<file path="config.mk">
export PLATFORM = sky130hd
export DESIGN_NAME = sfs_ctrl
export DESIGN_NICKNAME = d
export VERILOG_FILES = /design/src/rtl/assert_macros.svh /design/src/rtl/sfs_pkg.sv /design/src/rtl/sfs_ctrl.sv
export SDC_FILE = /design/constraint.sdc
export NUM_CORES = 1
export LEC_CHECK = 0
export ABC_AREA = 1
export BUFFER_PORTS_ARGS = -buffer_cell sky130_fd_sc_hd__buf_2
export CAP_MARGIN = 25
export CORE_UTILIZATION = 44
export DETAILED_ROUTE_END_ITERATION = 16
export GPL_TIMING_DRIVEN = 0
export HOLD_SLACK_MARGIN = 0.15
export PLACE_DENSITY = 0.74
export SLEW_MARGIN = 15
export SYNTH_ARGS = -nofsm -noshare
export SYNTH_HDL_FRONTEND = slang
export SYNTH_SLANG_ARGS = --single-unit
</file>
<file path="constraint.sdc">
create_clock -name clock -period 1.4 [get_ports clock]
set_input_delay 0.21 -clock clock [delete_from_list [all_inputs] [get_ports clock]]
set_output_delay 0.21 -clock clock [all_outputs]
set_load 0.1 [all_outputs]
</file>
<file path="src/rtl/assert_macros.svh">
// assertion helpers used by the top level rtl file
// no dependencies
`ifndef ASSERT_MACROS_SVH
`define ASSERT_MACROS_SVH

// antecedent implies consequent in the same cycle
`define ASSERT_IMPLY(label, clk, rst, ante, cons) \
   label: assert property (@(posedge clk) disable iff (rst) (ante) |-> (cons)) \
      else $error("implication check failed");

// antecedent implies consequent in the next cycle
`define ASSERT_NEXT(label, clk, rst, ante, cons) \
   label: assert property (@(posedge clk) disable iff (rst) (ante) |=> (cons)) \
      else $error("next cycle check failed");

// expression holds on every rising clock edge out of reset
`define ASSERT_ALWAYS(label, clk, rst, expr) \
   label: assert property (@(posedge clk) disable iff (rst) (expr)) \
      else $error("invariant check failed");

`endif

</file>
<file path="src/rtl/sfs_pkg.sv">
// shared types and constants of the symbol frequency sorter
// no dependencies
`timescale 1ns / 1ps

package sfs_pkg;

   // request opcodes
   localparam logic [1:0] OP_COUNT = 2'd0;
   localparam logic [1:0] OP_SORT  = 2'd1;
   localparam logic [1:0] OP_READ  = 2'd2;
   localparam logic [1:0] OP_CLEAR = 2'd3;

   // response status codes
   localparam logic [1:0] ST_OK       = 2'd0;
   localparam logic [1:0] ST_RANGE    = 2'd1;
   localparam logic [1:0] ST_UNSORTED = 2'd2;

   // which fields the response register is loaded with
   typedef enum logic [2:0] {
      RK_ZERO,
      RK_COUNT,
      RK_SKIP,
      RK_UNSORT,
      RK_RANGE,
      RK_READ
   } rsp_kind_type;

   // controller to datapath commands
   typedef struct packed {
      logic         capture;
      logic         cnt_rd_req;
      logic         cnt_upd;
      logic         clr;
      logic         ord_rd;
      logic         cnt_rd_ord;
      logic         scan_init;
      logic         scan_step;
      logic         scan_commit;
      logic         set_sorted;
      logic         load_rsp;
      rsp_kind_type kind;
   } sfs_cmd_type;

   // datapath to controller status
   typedef struct packed {
      logic [1:0] op;
      logic       sym_ok;
      logic       order_valid;
      logic       rank_ok;
      logic       none_distinct;
      logic       scan_end;
      logic       more;
   } sfs_stat_type;

endpackage

</file>
<file path="src/rtl/sfs_ctrl.sv">
// controller state machine of the symbol frequency sorter
// depends on sfs_pkg
`timescale 1ns / 1ps

module sfs_ctrl (
   input  logic                 clock,
   input  logic                 reset,
   input  logic                 req_valid,
   output logic                 req_ready,
   output logic                 rsp_valid,
   input  logic                 rsp_ready,
   input  sfs_pkg::sfs_stat_type stat,
   output sfs_pkg::sfs_cmd_type  cmd
);
   import sfs_pkg::*;

   typedef enum logic [3:0] {
      S_IDLE,
      S_DISP,
      S_CUPD,
      S_OCNT,
      S_SCAN,
      S_SCOM,
      S_RESP
   } state_type;

   state_type    state_ff;
   rsp_kind_type kind_ff;
   logic         rsp_valid_ff;
   logic         load;

   assign req_ready = (state_ff == S_IDLE);
   assign rsp_valid = rsp_valid_ff;
   assign load      = (state_ff == S_RESP) && (!rsp_valid_ff || rsp_ready);

   // commands decoded from state and status
   always_comb begin
      cmd             = '0;
      cmd.kind        = kind_ff;
      cmd.capture     = (state_ff == S_IDLE) && req_valid;
      cmd.load_rsp    = load;
      cmd.cnt_upd     = (state_ff == S_CUPD);
      cmd.cnt_rd_ord  = (state_ff == S_OCNT);
      cmd.scan_step   = (state_ff == S_SCAN) && !stat.scan_end;
      cmd.scan_commit = (state_ff == S_SCOM);
      if (state_ff == S_SCOM && !stat.more) begin
         cmd.set_sorted = 1'b1;
      end
      if (state_ff == S_DISP) begin
         case (stat.op)
            OP_COUNT: cmd.cnt_rd_req = stat.sym_ok;
            OP_SORT: begin
               cmd.set_sorted = stat.none_distinct;
               cmd.scan_init  = !stat.none_distinct;
            end
            OP_READ: cmd.ord_rd = stat.order_valid && stat.rank_ok;
            default: cmd.clr = 1'b1;
         endcase
      end
   end

   // state and registered outputs
   always_ff @(posedge clock) begin
      if (reset) begin
         state_ff     <= S_IDLE;
         kind_ff      <= RK_ZERO;
         rsp_valid_ff <= 1'b0;
      end else begin
         if (load) begin
            rsp_valid_ff <= 1'b1;
         end else if (rsp_ready) begin
            rsp_valid_ff <= 1'b0;
         end
         case (state_ff)
            S_IDLE: begin
               if (req_valid) begin
                  state_ff <= S_DISP;
               end
            end
            S_DISP: begin
               case (stat.op)
                  OP_COUNT: begin
                     if (stat.sym_ok) begin
                        state_ff <= S_CUPD;
                     end else begin
                        kind_ff  <= RK_SKIP;
                        state_ff <= S_RESP;
                     end
                  end
                  OP_SORT: begin
                     if (stat.none_distinct) begin
                        kind_ff  <= RK_ZERO;
                        state_ff <= S_RESP;
                     end else begin
                        state_ff <= S_SCAN;
                     end
                  end
                  OP_READ: begin
                     if (!stat.order_valid) begin
                        kind_ff  <= RK_UNSORT;
                        state_ff <= S_RESP;
                     end else if (!stat.rank_ok) begin
                        kind_ff  <= RK_RANGE;
                        state_ff <= S_RESP;
                     end else begin
                        state_ff <= S_OCNT;
                     end
                  end
                  default: begin
                     kind_ff  <= RK_ZERO;
                     state_ff <= S_RESP;
                  end
               endcase
            end
            S_CUPD: begin
               kind_ff  <= RK_COUNT;
               state_ff <= S_RESP;
            end
            S_OCNT: begin
               kind_ff  <= RK_READ;
               state_ff <= S_RESP;
            end
            S_SCAN: begin
               if (stat.scan_end) begin
                  state_ff <= S_SCOM;
               end
            end
            S_SCOM: begin
               if (stat.more) begin
                  state_ff <= S_SCAN;
               end else begin
                  kind_ff  <= RK_ZERO;
                  state_ff <= S_RESP;
               end
            end
            S_RESP: begin
               if (load) begin
                  state_ff <= S_IDLE;
               end
            end
            default: state_ff <= S_IDLE;
         endcase
      end
   end

endmodule

</file>
==> results.cfg <==
[status]
violations = setup timing
status = complete, but fails checks

[hold_path]
hold_path_class = input pin to flip-flop
min_from = rsp_ready

[layout]
mostFrequentLayoutCells = 15 x nand2_1, 15 x buf_2, 14 x inv_1, 12 x nor2_1, 11 x buf_12
utilization_pct = 91.0
fin_cells = 156
fillers = 50
area_growth_pct = 92.8
drive_above_1_share_pct = 56.7
diodes = 0
nets = 154

[timing]
worst_pin_slew_ns = 0.489
skew_ns = 0.00295
min_period_ns = 1.52
slew_violations = 0
finalSetupViolCount = 10
tns_ns = -0.782
hold_viol = 0
post-route-period-util_pct = 109
max_freq_mhz = 658
rsz0062_at_grt = true
max_slew_margin_pct = 67.6
setup_ws_ns = -0.120

[clock_network]
clk_pin_slew_ns = 0.05
cts_buffer_depth = 2
clock_sinks = 7
cts-root-buf = clkbuf_4
cts_max_level = 1
insertion_delay_ns = 0.25
cts_tree = built
cts_buffers = 3

[logic_synthesis]
synthesis.nets = 111
synth_cells = 99
synthTopCellsByArea = dfxtp_1 23%, nand2_1 12%, nor2_1 11%
synth_cell_type_count = 19
synth-seq-area-share_pct = 23.1
synth_area_sq_um = 607
synth.avg_cell_area_sq_um = 6.13
yosysTopAreaCellShare_pct = 23.1
synth_seq_cells = 7
synth_warnings = 0
synth_area_leader_cell = dfxtp_1

[setup_path]
arrival_ns = 1.31
slowest_stage = dfxtp_4
crit_start = state_ff[1]$_SDFFE_PP0P_
cp_top_family = flip-flops
start_kind = flip-flop
cp_max_fo = 4
r2r-start = state_ff[2]$_SDFFE_PP0P_
endpoint_kind = primary output
critPathMaxStageDelay_ns = 0.39
worstSetupPathType = flip-flop to primary output
path_cells = inv_6 -> nor2_2 -> nand2_1 -> nor2_1 -> buf_4 -> buf_12
crit_required_ns = 1.19
worst-path-buf-inv = 3

[power_and_ir_drop]
fin_total_pwr_mw = 2.99
power_per_cell_area_nw_per_um2 = 2560
p_leak_nw = 0.557
ir_worst_vdd_mv = 1.77

[grt]
grt_max_degree = 8
overflow = 0
grt_pass1_wl_mm = 2.50
grt_pass1_vias = 617
antenna_found_initial = 0
grt_usage_pct = 24.1

[placed_design]
dp.final_hpwl_mm = 1.14
place_ws_ns = -0.154
place.port_buffers = 27
routabilityCongestion = 0.870
dp_cells = 141

[detailed_routing]
wirelength_mm = 2.21
dr.pass1.iters = 4
vias = 796
drtIter0Drc = 16
vias_per_cell = 5.10
route.detailed.drc = 0
wl_per_cell_um = 14.1
antenna_left = 0

[flow_run]
cap_violations = 0

[die]
fp.dieW_um = 39.1
row_count = 13
core_sq_um = 1280
die_area_sq_um = 1530
die_y_um = 39.1
initial_utilization_pct = 47.2
ios = 28
[worst register-to-register path: cells and delay by family (launching register included)]
family / cells / cell delay (ns)
flops: 1 / 0.37
simple gates: 6 / 0.45
buf+inv: 4 / 0.46
[cells by family (layout without fill, tap and decap cells)]
logic type / after synthesis / count (layout) / share of synthesized area [%]
AOI/OAI and AO/OA: 10 / 10 / 9.07
and+or+nand+nor: 61 / 61 / 54.2
DFF: 7 / 7 / 23.1
buffers and inverters: 21 / 63 / 13.6
[final timing paths]
kind                                   to  slack, ns  cells after the start
hold / removal     rsp_valid$_SDFFE_PP0P_       0.27                      4
setup reg to reg  kind_ff[0]$_SDFFE_PP0P_       0.02                     10
hold reg to reg   kind_ff[2]$_SDFFE_PP0P_       0.48                      2
setup / recovery                   cmd[3]      -0.12                      6
[stage by stage]
stage | hold WS, ns | cell area [sq um]
3_5_place_dp | 0.410 | 817
5_1_grt | 0.289 | 1170
6_report | 0.273 | 1170
3_3_place_gp | 0.412 | 817
2_1_floorplan | 0.272 | 663
4_1_cts | 0.229 | 1030
[flip-flops by register name (all words and copies together) (netlist names)]
signal     count
rsp_valid      1
state_ff       3
kind_ff        3
[cells in the mapped netlist]
cell / count
a21oi_1: 5
buf_4: 1
dfxtp_1: 7
inv_1: 16
inv_2: 4
nand2_1: 19
nand2_2: 3
nand3_1: 7
nand3_2: 2
nand3_4: 1
nand3b_1: 1
nor2_1: 18
nor2_2: 3
nor2_4: 6
nor3_1: 1
o211ai_1: 1
o21ai_0: 1
o21ai_1: 2
o31ai_1: 1
[layer usage]
| layer | part of all wire [%] | GRT usage (%) |
|---|---|---|
| met5 | 0 | 0 |
| met4 | 0.50 | 5.17 |
| met3 | 4.5 | 3.47 |
| met2 | 57 | 47.5 |
| met1 | 38 | 26.3 |
[area by class of cell]
cell class              instances  area (sq um)  area share, %
plain buffers                   1          7.51          0.642
clock buffers                   4          26.3           2.25
inverters                      20          86.3           7.38
multi-input cells              71           475           40.6
flip-flops and latches          7           153           13.0
well taps                      15          18.8           1.60
repair buffers                 38           403           34.4
[what timing repair did]
item	4_1_cts	5_1_grt
gates resized for setup	43	24
pin swaps	4	4
endpoints found under the setup margin	12	16
endpoints found under the hold margin	1	0
buffers inserted	3	7
hold buffers	1	0
[where the power goes]
| part | total [mW] | switching (mW) | internal (mW) |
|---|---|---|---|
| Combinational | 2.39 | 1.60 | 0.787 |
| Sequential | 0.417 | 0.119 | 0.298 |
| Clock | 0.184 | 0.0747 | 0.109 |
(Power assumes the default switching activity.)
